==> src/sv/fmop_pkg.sv <==
// Package for the two-operator FM voice: sequencer operation codes,
// controller state type, command struct and the exp2 mantissa table.
// No dependencies.
package fmop_pkg;

  localparam int unsigned PhaseBitsDef     = 24;
  localparam int unsigned SineTableBitsDef = 10;
  localparam int unsigned SampleBitsDef    = 16;

  // Quarter-wave quintic coefficients, Q15
  localparam logic [16:0] SIN_A = 17'd51472;
  localparam logic [16:0] SIN_B = 17'd21024;
  localparam logic [16:0] SIN_C = 17'd2320;

  // Configuration register indexes
  localparam logic [2:0] REG_BASE_INC  = 3'd0;
  localparam logic [2:0] REG_MOD_RATIO = 3'd1;
  localparam logic [2:0] REG_MOD_INDEX = 3'd2;
  localparam logic [2:0] REG_TRIM_L    = 3'd3;
  localparam logic [2:0] REG_TRIM_R    = 3'd4;
  localparam logic [2:0] REG_MODE      = 3'd5;

  // Mode bits
  localparam int unsigned ModeStereo = 2;
  localparam int unsigned ModePitch  = 1;
  localparam int unsigned ModeRange  = 0;

  // One multiply per operation, issued in this order
  typedef enum logic [3:0] {
    OP_MANT    = 4'd0,
    OP_STEP    = 4'd1,
    OP_SQ_C    = 4'd2,
    OP_CX2_C   = 4'd3,
    OP_TX2_C   = 4'd4,
    OP_XT_C    = 4'd5,
    OP_SQ_M    = 4'd6,
    OP_CX2_M   = 4'd7,
    OP_TX2_M   = 4'd8,
    OP_XT_M    = 4'd9,
    OP_DEPTH   = 4'd10,
    OP_MODSTEP = 4'd11,
    OP_CSTEP   = 4'd12,
    OP_LV      = 4'd13,
    OP_LEFT    = 4'd14,
    OP_RIGHT   = 4'd15
  } op_e;

  typedef enum logic [1:0] {
    ST_IDLE  = 2'd0,
    ST_RUN   = 2'd1,
    ST_WRITE = 2'd2
  } state_e;

  // Controller to datapath
  typedef struct packed {
    logic load;   // capture the request
    logic exec;   // run op this cycle
    op_e  op;
    logic write;  // move results to the output register
  } dp_cmd_t;

  // 2^(k/16) in Q16
  function automatic logic [17:0] exp2_tab(input logic [4:0] k);
    logic [17:0] r;
    unique case (k)
      5'd0:  r = 18'd65536;
      5'd1:  r = 18'd68438;
      5'd2:  r = 18'd71468;
      5'd3:  r = 18'd74632;
      5'd4:  r = 18'd77936;
      5'd5:  r = 18'd81386;
      5'd6:  r = 18'd84990;
      5'd7:  r = 18'd88752;
      5'd8:  r = 18'd92682;
      5'd9:  r = 18'd96785;
      5'd10: r = 18'd101070;
      5'd11: r = 18'd105545;
      5'd12: r = 18'd110218;
      5'd13: r = 18'd115097;
      5'd14: r = 18'd120193;
      5'd15: r = 18'd125515;
      default: r = 18'd131072;
    endcase
    return r;
  endfunction

endpackage

==> src/sv/fmop_ctrl.sv <==
// Controller for the FM voice: request handshake, operation sequencer
// and output valid. Depends on fmop_pkg.
module fmop_ctrl
  import fmop_pkg::*;
(
  input  logic    clk_i,
  input  logic    rst_ni,
  input  logic    in_valid_i,
  output logic    in_stall_o,
  output logic    out_valid_o,
  input  logic    out_stall_i,
  output dp_cmd_t cmd_o
);

  state_e state_q, state_d;
  op_e    op_q, op_d;
  logic   out_valid_q, out_valid_d;
  logic   out_free;

  assign out_free = !out_valid_q || !out_stall_i;

  // Next state
  always_comb begin
    state_d = state_q;
    op_d    = op_q;
    unique case (state_q)
      ST_IDLE: begin
        op_d = OP_MANT;
        if (in_valid_i) state_d = ST_RUN;
      end
      ST_RUN: begin
        op_d = op_e'(op_q + 4'd1);
        if (op_q == OP_RIGHT) state_d = ST_WRITE;
      end
      ST_WRITE: begin
        if (out_free) state_d = ST_IDLE;
      end
      default: state_d = ST_IDLE;
    endcase
  end

  // Outputs
  always_comb begin
    cmd_o.load  = (state_q == ST_IDLE) && in_valid_i;
    cmd_o.exec  = (state_q == ST_RUN);
    cmd_o.op    = op_q;
    cmd_o.write = (state_q == ST_WRITE) && out_free;
    in_stall_o  = (state_q != ST_IDLE);
    out_valid_d = out_valid_q;
    if (cmd_o.write) begin
      out_valid_d = 1'b1;
    end else if (!out_stall_i) begin
      out_valid_d = 1'b0;
    end
  end

  assign out_valid_o = out_valid_q;

  always_ff @(posedge clk_i or negedge rst_ni) begin
    if (!rst_ni) begin
      state_q     <= ST_IDLE;
      op_q        <= OP_MANT;
      out_valid_q <= 1'b0;
    end else begin
      state_q     <= state_d;
      op_q        <= op_d;
      out_valid_q <= out_valid_d;
    end
  end

endmodule

==> src/sv/fmop_dp.sv <==
// Datapath for the FM voice: config registers, phases, one shared signed
// multiplier and the result registers. Depends on fmop_pkg.
module fmop_dp
  import fmop_pkg::*;
#(
  parameter int unsigned PHASE_BITS      = PhaseBitsDef,
  parameter int unsigned SINE_TABLE_BITS = SineTableBitsDef,
  parameter int unsigned SAMPLE_BITS     = SampleBitsDef
) (
  input  logic                          clk_i,
  input  logic                          rst_ni,
  input  dp_cmd_t                       cmd_i,
  input  logic                          cfg_we_i,
  input  logic [2:0]                    cfg_idx_i,
  input  logic [23:0]                   cfg_data_i,
  input  logic [15:0]                   level_env_i,
  input  logic signed [15:0]            pitch_env_i,
  input  logic signed [15:0]            range_env_i,
  input  logic                          level_done_i,
  input  logic signed [SAMPLE_BITS-1:0] mix_left_in_i,
  input  logic signed [SAMPLE_BITS-1:0] mix_right_in_i,
  output logic signed [SAMPLE_BITS-1:0] mix_left_out_o,
  output logic signed [SAMPLE_BITS-1:0] mix_right_out_o,
  output logic                          voice_finished_o
);

  localparam int unsigned PW      = 52;
  localparam int unsigned OutSh   = 46 - SAMPLE_BITS;
  localparam int unsigned XShift  = 15 - (SINE_TABLE_BITS - 2);
  localparam logic signed [PW-1:0] SatHi = PW'((64'sd1 <<< (SAMPLE_BITS - 1)) - 1);
  localparam logic signed [PW-1:0] SatLo = -SatHi - PW'(1);

  // Config registers
  logic [23:0]        base_q;
  logic [15:0]        ratio_q;
  logic signed [15:0] index_q, trim_l_q, trim_r_q;
  logic [2:0]         mode_q;

  // Request and state
  logic [15:0]                   level_q, pe_q;
  logic signed [15:0]            range_q;
  logic signed [SAMPLE_BITS-1:0] mixl_q, mixr_q;
  logic                          done_q;
  logic [PHASE_BITS-1:0]         car_q, mod_q;

  // Intermediates
  logic [31:0]         step_q;
  logic [16:0]         mant_q;
  logic [15:0]         x_q, x2_q;
  logic [16:0]         t_q;
  logic [1:0]          quad_q;
  logic signed [16:0]  sc_q, sm_q, m_q;
  logic signed [33:0]  lv_q;
  logic signed [SAMPLE_BITS-1:0] resl_q, resr_q;
  logic signed [SAMPLE_BITS-1:0] outl_q, outr_q;
  logic                          fin_q;

  // Multiplier operands and product
  logic signed [33:0]   a_s;
  logic signed [17:0]   b_s;
  logic signed [PW-1:0] prod;

  // Sine front end
  logic [PHASE_BITS-1:0]      ph;
  logic [SINE_TABLE_BITS-1:0] idx;
  logic [1:0]                 quad;
  logic [15:0]                x_raw, x;
  logic [16:0]                y;
  logic signed [16:0]         y_s;

  // Exp2 pieces
  logic [3:0]  oct8, kk;
  logic [7:0]  f8;
  logic [17:0] diff;
  logic [4:0]  shamt;
  logic signed [15:0] depth;
  logic signed [PW-1:0] sum_l, sum_r;

  function automatic logic signed [SAMPLE_BITS-1:0] sat(input logic signed [PW-1:0] v);
    logic signed [PW-1:0] r;
    if (v > SatHi) r = SatHi;
    else if (v < SatLo) r = SatLo;
    else r = v;
    return SAMPLE_BITS'(r);
  endfunction

  assign oct8  = pe_q[15:12];
  assign kk    = pe_q[11:8];
  assign f8    = pe_q[7:0];
  assign diff  = exp2_tab({1'b0, kk} + 5'd1) - exp2_tab({1'b0, kk});
  assign shamt = 5'd24 - {1'b0, oct8};
  assign depth = mode_q[ModeRange] ? range_q : index_q;

  // Angle from the top phase bits, folded into one quarter wave
  always_comb begin
    ph    = (cmd_i.op == OP_SQ_C) ? car_q : mod_q;
    idx   = ph[PHASE_BITS-1 -: SINE_TABLE_BITS];
    quad  = idx[SINE_TABLE_BITS-1 -: 2];
    x_raw = 16'(idx[SINE_TABLE_BITS-3:0]) << XShift;
    x     = quad[0] ? (16'd32768 - x_raw) : x_raw;
    y     = prod[31:15];
    if (y > 17'd32767) y = 17'd32767;
    y_s   = quad_q[1] ? -$signed(y) : $signed(y);
  end

  // Select multiplier operands
  always_comb begin
    unique case (cmd_i.op)
      OP_MANT: begin
        a_s = 34'(diff);
        b_s = 18'(f8);
      end
      OP_STEP: begin
        a_s = 34'(base_q);
        b_s = 18'(mant_q);
      end
      OP_SQ_C, OP_SQ_M: begin
        a_s = 34'(x);
        b_s = 18'(x);
      end
      OP_CX2_C, OP_CX2_M: begin
        a_s = 34'(SIN_C);
        b_s = 18'(x2_q);
      end
      OP_TX2_C, OP_TX2_M: begin
        a_s = 34'(t_q);
        b_s = 18'(x2_q);
      end
      OP_XT_C, OP_XT_M: begin
        a_s = 34'(x_q);
        b_s = 18'(t_q);
      end
      OP_DEPTH: begin
        a_s = 34'(sm_q);
        b_s = 18'(depth);
      end
      OP_MODSTEP: begin
        a_s = 34'(step_q);
        b_s = 18'(ratio_q);
      end
      OP_CSTEP: begin
        a_s = 34'(step_q);
        b_s = 18'(m_q);
      end
      OP_LV: begin
        a_s = 34'(sc_q);
        b_s = 18'(level_q);
      end
      OP_LEFT: begin
        a_s = lv_q;
        b_s = 18'(trim_l_q);
      end
      OP_RIGHT: begin
        a_s = lv_q;
        b_s = 18'(trim_r_q);
      end
      default: begin
        a_s = '0;
        b_s = '0;
      end
    endcase
  end

  assign prod  = a_s * b_s;
  assign sum_l = PW'(mixl_q) + (prod >>> OutSh);
  assign sum_r = PW'(mixr_q) + (prod >>> OutSh);

  // Config writes, phases and finish flag
  always_ff @(posedge clk_i or negedge rst_ni) begin
    if (!rst_ni) begin
      base_q   <= '0;
      ratio_q  <= 16'd256;
      index_q  <= '0;
      trim_l_q <= 16'sd16384;
      trim_r_q <= 16'sd16384;
      mode_q   <= '0;
      car_q    <= '0;
      mod_q    <= '0;
      done_q   <= 1'b0;
    end else begin
      if (cfg_we_i) begin
        unique case (cfg_idx_i)
          REG_BASE_INC:  base_q   <= cfg_data_i;
          REG_MOD_RATIO: ratio_q  <= cfg_data_i[15:0];
          REG_MOD_INDEX: index_q  <= cfg_data_i[15:0];
          REG_TRIM_L:    trim_l_q <= cfg_data_i[15:0];
          REG_TRIM_R:    trim_r_q <= cfg_data_i[15:0];
          REG_MODE:      mode_q   <= cfg_data_i[2:0];
          default: ;
        endcase
      end
      if (cmd_i.load && level_done_i) done_q <= 1'b1;
      if (cmd_i.exec && cmd_i.op == OP_MODSTEP) begin
        mod_q <= mod_q + PHASE_BITS'(prod >>> 8);
      end
      if (cmd_i.exec && cmd_i.op == OP_CSTEP) begin
        car_q <= car_q + PHASE_BITS'(step_q) + PHASE_BITS'(prod >>> 12);
      end
    end
  end

  // Capture the request and hold intermediates
  always_ff @(posedge clk_i) begin
    if (cmd_i.load) begin
      level_q <= level_env_i;
      pe_q    <= {~pitch_env_i[15], pitch_env_i[14:0]};
      range_q <= range_env_i;
      mixl_q  <= mix_left_in_i;
      mixr_q  <= mix_right_in_i;
    end
    if (cmd_i.exec) begin
      unique case (cmd_i.op)
        OP_MANT: mant_q <= 17'(exp2_tab({1'b0, kk})) + prod[24:8];
        OP_STEP: begin
          if (mode_q[ModePitch]) step_q <= 32'(prod[40:0] >> shamt);
          else step_q <= 32'(base_q);
        end
        OP_SQ_C, OP_SQ_M: begin
          x_q    <= x;
          quad_q <= quad;
          x2_q   <= prod[30:15];
        end
        OP_CX2_C, OP_CX2_M: t_q <= SIN_B - prod[31:15];
        OP_TX2_C, OP_TX2_M: t_q <= SIN_A - prod[31:15];
        OP_XT_C:  sc_q <= y_s;
        OP_XT_M:  sm_q <= y_s;
        OP_DEPTH: m_q  <= 17'(prod >>> 15);
        OP_LV:    lv_q <= 34'(prod);
        OP_LEFT:  resl_q <= sat(sum_l);
        OP_RIGHT: resr_q <= mode_q[ModeStereo] ? sat(sum_r) : mixr_q;
        default: ;
      endcase
    end
    if (cmd_i.write) begin
      outl_q <= resl_q;
      outr_q <= resr_q;
      fin_q  <= done_q;
    end
  end

  assign mix_left_out_o   = outl_q;
  assign mix_right_out_o  = outr_q;
  assign voice_finished_o = fin_q;

endmodule

==> src/sv/fm_operator_pair_voice_top.sv <==
// Top level of the two-operator FM voice: controller plus datapath.
// Depends on fmop_pkg, fmop_ctrl and fmop_dp.
//
// One audio frame per request. A frame is accepted only while the block is idle. The
// frame is captured at the accepting edge. It then passes through the single shared
// 34x18 multiplier, one multiply per step (exp2 mantissa, step, two four-multiply
// sines, depth, two phase steps, level, two channel gains), then into the output
// register once that register is free. The block is idle again in the cycle after that
// write, and only then takes a new frame. The output register lets the next frame start
// while the previous result waits to be taken. A second finished frame holds until that
// register frees up. Configuration must be written only while idle; the block itself
// does not enforce this.
module fm_operator_pair_voice_top
  import fmop_pkg::*;
#(
  parameter int unsigned PHASE_BITS      = PhaseBitsDef,
  parameter int unsigned SINE_TABLE_BITS = SineTableBitsDef,
  parameter int unsigned SAMPLE_BITS     = SampleBitsDef
) (
  input  logic                          clk_i,
  input  logic                          rst_ni,
  input  logic                          cfg_we_i,
  input  logic [2:0]                    cfg_idx_i,
  input  logic [23:0]                   cfg_data_i,
  input  logic                          in_valid_i,
  output logic                          in_stall_o,
  input  logic [15:0]                   level_env_i,
  input  logic signed [15:0]            pitch_env_i,
  input  logic signed [15:0]            range_env_i,
  input  logic                          level_done_i,
  input  logic signed [SAMPLE_BITS-1:0] mix_left_in_i,
  input  logic signed [SAMPLE_BITS-1:0] mix_right_in_i,
  output logic                          out_valid_o,
  input  logic                          out_stall_i,
  output logic signed [SAMPLE_BITS-1:0] mix_left_out_o,
  output logic signed [SAMPLE_BITS-1:0] mix_right_out_o,
  output logic                          voice_finished_o
);

  dp_cmd_t cmd;

  fmop_ctrl u_ctrl (
    .clk_i       (clk_i),
    .rst_ni      (rst_ni),
    .in_valid_i  (in_valid_i),
    .in_stall_o  (in_stall_o),
    .out_valid_o (out_valid_o),
    .out_stall_i (out_stall_i),
    .cmd_o       (cmd)
  );

  fmop_dp #(
    .PHASE_BITS      (PHASE_BITS),
    .SINE_TABLE_BITS (SINE_TABLE_BITS),
    .SAMPLE_BITS     (SAMPLE_BITS)
  ) u_dp (
    .clk_i            (clk_i),
    .rst_ni           (rst_ni),
    .cmd_i            (cmd),
    .cfg_we_i         (cfg_we_i),
    .cfg_idx_i        (cfg_idx_i),
    .cfg_data_i       (cfg_data_i),
    .level_env_i      (level_env_i),
    .pitch_env_i      (pitch_env_i),
    .range_env_i      (range_env_i),
    .level_done_i     (level_done_i),
    .mix_left_in_i    (mix_left_in_i),
    .mix_right_in_i   (mix_right_in_i),
    .mix_left_out_o   (mix_left_out_o),
    .mix_right_out_o  (mix_right_out_o),
    .voice_finished_o (voice_finished_o)
  );

endmodule

==> config.mk <==
export PLATFORM = sky130hd
export DESIGN_NAME = fm_operator_pair_voice_top
export DESIGN_NICKNAME = d
export VERILOG_FILES = /design/src/sv/fmop_pkg.sv /design/src/sv/fmop_ctrl.sv /design/src/sv/fmop_dp.sv /design/src/sv/fm_operator_pair_voice_top.sv
export SDC_FILE = /design/constraint.sdc
export NUM_CORES = 2
export LEC_CHECK = 0
export ABC_CLOCK_PERIOD_IN_PS = 30200
export BUFFER_PORTS_ARGS = -buffer_cell sky130_fd_sc_hd__buf_2
export CAP_MARGIN = 15
export CORE_AREA = 3 3 341 343
export CTS_BUF_LIST = sky130_fd_sc_hd__clkbuf_2 sky130_fd_sc_hd__clkbuf_4 sky130_fd_sc_hd__clkbuf_8
export CTS_CLUSTER_DIAMETER = 40
export DETAILED_ROUTE_END_ITERATION = 8
export DIE_AREA = 0 0 344 346
export GPL_TIMING_DRIVEN = 0
export SYNTH_ARGS = -nofsm -noshare
export SYNTH_HDL_FRONTEND = slang
export SYNTH_HIERARCHICAL = 1
export SYNTH_SLANG_ARGS = --single-unit
==> constraint.sdc <==
create_clock -name clk_i -period 30.2 [get_ports clk_i]
set_input_delay 6.04 -clock clk_i [delete_from_list [all_inputs] [get_ports clk_i]]
set_output_delay 6.04 -clock clk_i [all_outputs]
set_load 0.005 [all_outputs]
After elaboration in Yosys (flattened, before gate mapping)

Memory sizes are Yosys's and may differ from the RTL's. A register that Yosys moved wholly into a read port is not among the register bits.
Cells that the tools add are included.

ROM bits: 768
Bits in registers: 477
Input bits: 113
Memories kept: 3
Word-level logic and storage cells: 147

Bitwise operators: 1
Reductions and logical operators: 38
Shifts and indexed selects: 1
$mul: 1
Magnitude comparators: 5
Multiplexer cells: 25
Add/sub/neg operators: 14
Equality and inequality tests: 26

Memories:

| memory           | depth | bits a word | rd ports | clocked after memory_dff | wr ports | RTL line       | text |
|---|---|---|---|---|---|---|---|
| (name not given) | 16    | 16          | 1        | 1                        | 0        | fmop_pkg.sv:65 | `unique case (k)` |
| (name not given) | 16    | 16          | 1        | 1                        | 0        | fmop_pkg.sv:65 |  |
| (name not given) | 16    | 16          | 1        | 0                        | 0        | fmop_pkg.sv:65 |  |

Operators by type and width:

| cell                                                             | number |
|---|---|
| one-hot mux 34 bit (10 select lines)                             | 1 |
| one-hot mux 18 bit (11 select lines)                             | 1 |
| 2-to-1 mux 16 bit                                                | 6 |
| adder 24 bit                                                     | 3 |
| 2-to-1 mux 17 bit                                                | 4 |
| multiplier 34 x 18 -> 52 bit                                     | 1 |
| 2-to-1 mux 24 bit                                                | 2 |
| adder 16 x 22 -> 23 bit                                          | 2 |
| greater-than comparator 23 x 16 -> 1 bit (second input constant) | 2 |
| less-than comparator 23 x 16 -> 1 bit (second input constant)    | 2 |
| right shift 41 x 5 -> 32 bit                                     | 1 |
| one-hot mux 17 bit (2 select lines)                              | 1 |
| equality test 4 bit (second input constant)                      | 8 |
| AND reduction 2 bit                                              | 16 |
| 2-to-1 mux 18 bit                                                | 1 |
| subtractor 18 bit                                                | 1 |
| adder 17 bit                                                     | 1 |
| greater-than comparator 17 x 15 -> 1 bit (second input constant) | 1 |
| negation 17 bit                                                  | 1 |
| subtractor 15 x 17 -> 17 bit (first input constant)              | 1 |
| subtractor 16 x 17 -> 17 bit (first input constant)              | 1 |
| equality test 4 x 3 -> 1 bit (second input constant)             | 4 |
| subtractor 16 x 15 -> 16 bit (first input constant)              | 1 |
| OR reduction 2 bit                                               | 6 |
| 27 further kinds                                                 | 43 |

Logic depth before layout (Yosys ltp)

Depth after elaboration: 11
Mapped depth: 53

By module

Netlist, hierarchy kept.

Modules (own cells, without submodules):

| module    | sequential area each (µm²) | instances | area each (µm²) | cells each |
|---|---|---|---|---|
| fmop_dp   | 13,496.7                   | 1         | 50,709.9        | 5,267 |
| fmop_ctrl | 175.2                      | 1         | 340.3           | 34 |

Least setup slack after synthesis

OpenSTA, ideal clock, no wires.

Path kind: flip-flop to flip-flop
Start: register u_dp.pe_q[8]
End: register u_dp.resl_q[13] (data pin)
Arrival: 12.324 ns
Setup slack: 17.603 ns
Buffers on the path: 5
Period minus slack after synthesis: 12.597 ns
Stages on the path, launching flop included: 50
Cells stage by stage: edfxtp_1 -> clkbuf_1 -> clkinv_1 -> ha_1 -> clkbuf_1 -> nand2_1 -> xnor2_1 -> a211oi_1 -> ha_1 -> a21o_1 -> a21oi_1 -> o21bai_1 -> a31o_2 -> a311oi_1 -> o311ai_0 -> mux2i_1 -> o21ai_1 -> buf_2 -> (+14 left out) -> nor3_1 -> a21oi_2 -> o211ai_1 -> inv_1 -> ha_1 -> inv_1 -> fa_1 -> nor2b_1 -> o31ai_1 -> a22oi_1 -> o311ai_1 -> o211ai_1 -> a311oi_1 -> nor2b_1 -> o41ai_2 -> o41a_1 -> buf_2 -> o21ai_0

Cells in the longest elaborated chain, start to end: 9
Elaborated cells on any way between the ends: 10

RTL lines:

| item                                     | RTL line       | text |
|---|---|---|
| start: declaration                       | fmop_dp.sv:40  | `logic [15:0] level_q, pe_q;` |
| start signal: assignment                 | fmop_dp.sv:206 | `pe_q <= {~pitch_env_i[15], pitch_env_i[14:0]};` |
| adder 4 x 1 -> 5 bit (*)                 | fmop_dp.sv:90  | `assign diff = exp2_tab({1'b0, kk} + 5'd1) - exp2_tab({1'b0, kk});` |
| memory (16 x 16 bit)                     | --             |  |
| 2-to-1 mux 18 bit (*)                    | fmop_pkg.sv:65 |  |
| subtractor 18 bit (*)                    | fmop_dp.sv:90  |  |
| one-hot mux 34 bit (10 select lines) (*) | fmop_dp.sv:108 | `unique case (cmd_i.op)` |
| multiplier 34 x 18 -> 52 bit (*)         | fmop_dp.sv:164 | `assign prod = a_s * b_s;` |
| net u_dp.prod[30]                        | fmop_dp.sv:61  | `logic signed [PW-1:0] prod;` |
| adder 16 x 22 -> 23 bit (*)              | fmop_dp.sv:165 | `assign sum_l = PW'(mixl_q) + (prod >>> OutSh);` |
| less-than comparator 23 x 16 -> 1 bit    | fmop_dp.sv:82  | `else if (v < SatLo) r = SatLo;` |
| 2-to-1 mux 16 bit                        | fmop_dp.sv:82  |  |
| end signal: assignment                   | fmop_dp.sv:229 | `OP_LEFT: resl_q <= sat(sum_l);` |
| end: declaration                         | fmop_dp.sv:54  | `logic signed [SAMPLE_BITS-1:0] resl_q, resr_q;` |

The timed path passes the listed nets; every way through them passes the cells marked *.
A chain may end at the register's enable or synchronous reset.

Worst setup path after layout

Ends and elaborated chain as after synthesis.

==> reports/metrics.yaml <==
timing:
  max_clock_freq_mhz: 59.4
  finalCritPeriodShare: 0.557
  timing.clock.skew_ps: 51.8
  finalMaxSlewViolations: 0
  finalHoldViolations: 0
  setup_tns_ps: 0
  worst-slew-pin-transition_ps: 1480
  slew_headroom: 0.0117
  final-setup-viol-count: 0
  period_minus_slack_ps: 16820
  unrepaired_setup_endpoints_after_global_routing: "false"
routing:
  viasPerCell: 5.95
  drc_errors: 0
  vias: 42600
  first_iter_violations: 4491
  first_pass_iters: 6
  route.antenna.remaining_nets: 0
  route.final.wire_length_um: 190000
  wire_per_inst_um: 26.5
critical_path:
  r2r_slack_ps: 13380
  cp-start-kind: "flip-flop"
  critical-path-slowest-cell: "sky130_fd_sc_hd__o21ai_1"
  worst_setup_path_end_kind: "flip-flop"
  r2r_cells: 49
  crit-reg2reg-capture: "u_dp/resl_q[13]$_SDFFCE_PN1P_"
  worst-endpoint-required_ps: 30650
  r2r_start: "u_dp/pe_q[8]$_DFFE_PP_"
  critical_path_arrival_ps: 17270
  max_stage_delay_ps: 790
  cp_common_cell: "sky130_fd_sc_hd__fa_1"
  worst-path-max-fanout: 10
  setup.worst_path.class: "flip-flop to flip-flop"
floorplanning:
  fp-row-count: 124
  die_h_um: 346
  dieArea_um2: 119000
  die_w_um: 344
  top_level_ports: 148
  initial_utilization: 0.448
  placeableCoreArea_um2: 114000
clocking:
  cts.reportedPaths.clkPinSlew_ps: 60
  postCtsResizedCells: 0
  cts_tree: "done"
  post_cts_buffers: 0
  insertion_delay_ps: 770
  post_cts_hold_buffer_count: 0
  tritoncts_num_sinks: 485
  max-clock-path-buffers: 3
  htree_num_levels: 3
  cts_inserted_buffers: 87
  cts-root-buf: "sky130_fd_sc_hd__clkbuf_8"
global_routing:
  grt_antenna_before_repair: 11
  grtUsageTotal: 0.319
  grt_pass1_wl_um: 279000
  grt_start_max_net_pins: 107
  grt_remaining_overflow: 0
  vias_in_the_first_global_route: 42200
synth:
  synth.net_count: 6302
  synth_top_family_by_area: "adder cells"
  async_flop_share: 0.303
  synth_sequential_area_ratio: 0.268
  synth-edff-count: 322
  synth-simple-area-share: 0.137
  netlist-cell-type-count: 113
  synthAdderAreaFrac: 0.308
  synth_area_um2: 51100
  synth_mux_area_frac: 0.0410
  post_synth_xor_area_fraction: 0.0287
  synth-warning-count: 6
  postSynthRegisterBits: 485
  syn_inst: 5301
  synth-compound-area-share: 0.138
  avgSynthCellArea_um2: 9.63
  most_used_flip_flop_cell_after_synthesis: "sky130_fd_sc_hd__edfxtp_1"
layout:
  seq_area_um2: 13700
  multi_input_area_um2: 33500
  fill_cells: 10900
  design.final.nets: 6577
  layout_cell_share_with_drive_strength_beyond_1: 0.108
  synthToLayoutAreaGrowth_pct: 10.4
status:
  status: "finished, final reports clean"
placed_design:
  place_hpwl_um: 153000
  place_congestion: 1.01
  place.port_buffers: 147
min_path:
  whs_endpoint: "u_dp/mix_right_out_o[1]$_DFFE_PP_"
  worst_hold_path.num_cells: 0
  worst_hold_startpoint: "u_dp/resr_q[1]$_DFFE_PP_"
  timing.hold.worst.class: "flip-flop to flip-flop"
flow_run:
  max_cap_viol_count: 0
==> per-stage QoR <==
step / setup WS, ps / hold WS, ps / utilization / std cells / cell area [um^2]
global route: 12550 / 427 / 0.495 / 7157 / 56400
floorplan: 17600 / 400 / - / 5301 / 51100
finish: 13380 / 413 / 0.495 / 7162 / 56400
CTS: 13690 / 414 / 0.495 / 7156 / 56300
detailed placement: 13760 / 405 / 0.477 / 6998 / 54400
global placement: 12600 / 403 / 0.471 / 6960 / 53700
==> worst max path at each step <==
stage | start | endpoint | slack (ps)
floorplan | u_dp/pe_q[8]$_DFFE_PP_ | u_dp/resl_q[13]$_SDFFCE_PN1P_ | 17600
global placement | u_dp/pe_q[8]$_DFFE_PP_ | u_dp/resl_q[13]$_SDFFCE_PN1P_ | 12600
detailed placement | u_dp/pe_q[8]$_DFFE_PP_ | u_dp/resl_q[13]$_SDFFCE_PN1P_ | 13760
CTS | u_dp/pe_q[8]$_DFFE_PP_ | u_dp/resl_q[13]$_SDFFCE_PN1P_ | 13690
global route | u_dp/pe_q[8]$_DFFE_PP_ | u_dp/resl_q[13]$_SDFFCE_PN1P_ | 12550
finish | u_dp/pe_q[8]$_DFFE_PP_ | u_dp/resl_q[13]$_SDFFCE_PN1P_ | 13380
==> critical path: cells and delay by family, from the launching register on <==
kind	cells	cell delay, ps
XOR/XNOR	1	150
buffers and inverters	11	3240
AND/OR/NAND/NOR	5	1030
AO/OA/AOI/OAI	20	6590
adder cells (fa/ha/maj)	11	4890
flip-flops	1	420
multiplexers	1	190
==> cells in the final DEF, fill, tap and decap left out, types with 19 or more instances in the layout <==
master and n:
sky130_fd_sc_hd__inv_1 815, sky130_fd_sc_hd__nand2_1 647, sky130_fd_sc_hd__fa_1 614, sky130_fd_sc_hd__nor2_1 347, sky130_fd_sc_hd__edfxtp_1 322, sky130_fd_sc_hd__ha_1 274, sky130_fd_sc_hd__o21ai_0 208, sky130_fd_sc_hd__clkbuf_1 193
sky130_fd_sc_hd__buf_2 183, sky130_fd_sc_hd__a21oi_1 179, sky130_fd_sc_hd__dfrtp_1 144, sky130_fd_sc_hd__and2_1 119, sky130_fd_sc_hd__mux2_2 105, sky130_fd_sc_hd__nand3_1 101, sky130_fd_sc_hd__xnor2_1 101, sky130_fd_sc_hd__clkbuf_8 97
sky130_fd_sc_hd__nor3_1 69, sky130_fd_sc_hd__a21o_1 56, sky130_fd_sc_hd__a22oi_1 52, sky130_fd_sc_hd__xor2_1 49, sky130_fd_sc_hd__o21a_1 41, sky130_fd_sc_hd__o211ai_1 39, sky130_fd_sc_hd__a31oi_1 37, sky130_fd_sc_hd__mux2i_1 37
sky130_fd_sc_hd__clkbuf_4 33, sky130_fd_sc_hd__a211oi_1 33, sky130_fd_sc_hd__nand4_1 32, sky130_fd_sc_hd__a221oi_1 32, sky130_fd_sc_hd__and3_1 27, sky130_fd_sc_hd__or3_1 27, sky130_fd_sc_hd__a222oi_1 26, sky130_fd_sc_hd__o21bai_1 25
sky130_fd_sc_hd__nand2b_1 24, sky130_fd_sc_hd__o31ai_1 24, sky130_fd_sc_hd__mux4_2 24, sky130_fd_sc_hd__o22ai_1 21, sky130_fd_sc_hd__nor2b_1 21, sky130_fd_sc_hd__o21ai_1 19
==> state kept, by name, summed over array words and instances (netlist names), 17 cells and up, named ones only <==
name         count
u_dp/base_q     24
u_dp/car_q      24
u_dp/lv_q       34
u_dp/m_q        17
u_dp/mant_q     17
u_dp/mod_q      24
u_dp/sc_q       17
u_dp/sm_q       17
u_dp/step_q     32
u_dp/t_q        17
==> kinds of logic (layout without fill, tap and decap cells) <==
| group | count (synthesis) | count (layout) |
|---|---|---|
| xor+xnor | 162 | 162 |
| compound gates | 1011 | 1011 |
| mux | 166 | 166 |
| fa+ha+maj | 888 | 888 |
| simple gates | 1518 | 1518 |
| flops | 485 | 485 |
| buf+inv | 1071 | 1415 |
| other cells | 0 | 5 |
==> layer usage <==
| metal | wire, um | track usage | vias up | part of all wire |
|---|---|---|---|---|
| li1 | - | - | 18500 | - |
| met1 | 76700 | 0.433 | 21500 | 0.40 |
| met2 | 84900 | 0.494 | 2142 | 0.45 |
| met3 | 18400 | 0.0658 | 444 | 0.097 |
| met4 | 9860 | 0.139 | 6 | 0.052 |
| met5 | 35 | 0 | - | 0.00018 |
==> area by class of cell <==
class / instances / share of cell area
tap: 1512 / 0.0336
inverter: 825 / 0.0549
clock inverter: 29 / 0.00719
clock buffer: 129 / 0.0279
antenna: 5 / 0.000222
buffer: 246 / 0.0175
multi-input combinational: 3745 / 0.594
timing repair buffer: 186 / 0.0222
sequential: 485 / 0.243
==> synth_stat cells (32+ instances only) <==
library cell                 n  area (um^2)
sky130_fd_sc_hd__nor3_1     72          360
sky130_fd_sc_hd__a221oi_1   34          298
sky130_fd_sc_hd__edfxtp_1  322         9670
sky130_fd_sc_hd__mux2i_1    37          370
sky130_fd_sc_hd__and2_1    119          744
sky130_fd_sc_hd__xor2_1     52          455
sky130_fd_sc_hd__xnor2_1   104          911
sky130_fd_sc_hd__nand4_1    32          200
sky130_fd_sc_hd__a31oi_1    37          231
sky130_fd_sc_hd__fa_1      614        12300
sky130_fd_sc_hd__a22oi_1    52          390
sky130_fd_sc_hd__ha_1      274         3430
sky130_fd_sc_hd__o21ai_0   208         1040
sky130_fd_sc_hd__a21oi_1   182          911
sky130_fd_sc_hd__a21o_1     56          420
sky130_fd_sc_hd__clkbuf_1  194          728
sky130_fd_sc_hd__nand2_1   647         2430
sky130_fd_sc_hd__o21a_1     41          308
sky130_fd_sc_hd__nor2_1    351         1320
sky130_fd_sc_hd__dfrtp_1   144         3600
sky130_fd_sc_hd__nand3_1   101          505
sky130_fd_sc_hd__mux2_2    105         1180
sky130_fd_sc_hd__a211oi_1   34          255
sky130_fd_sc_hd__o211ai_1   39          293
sky130_fd_sc_hd__inv_1     815         3060
Power is left out: the tool's default activity adds up to more than one toggle a clock period on the data nets, which glitch-free logic cannot reach.
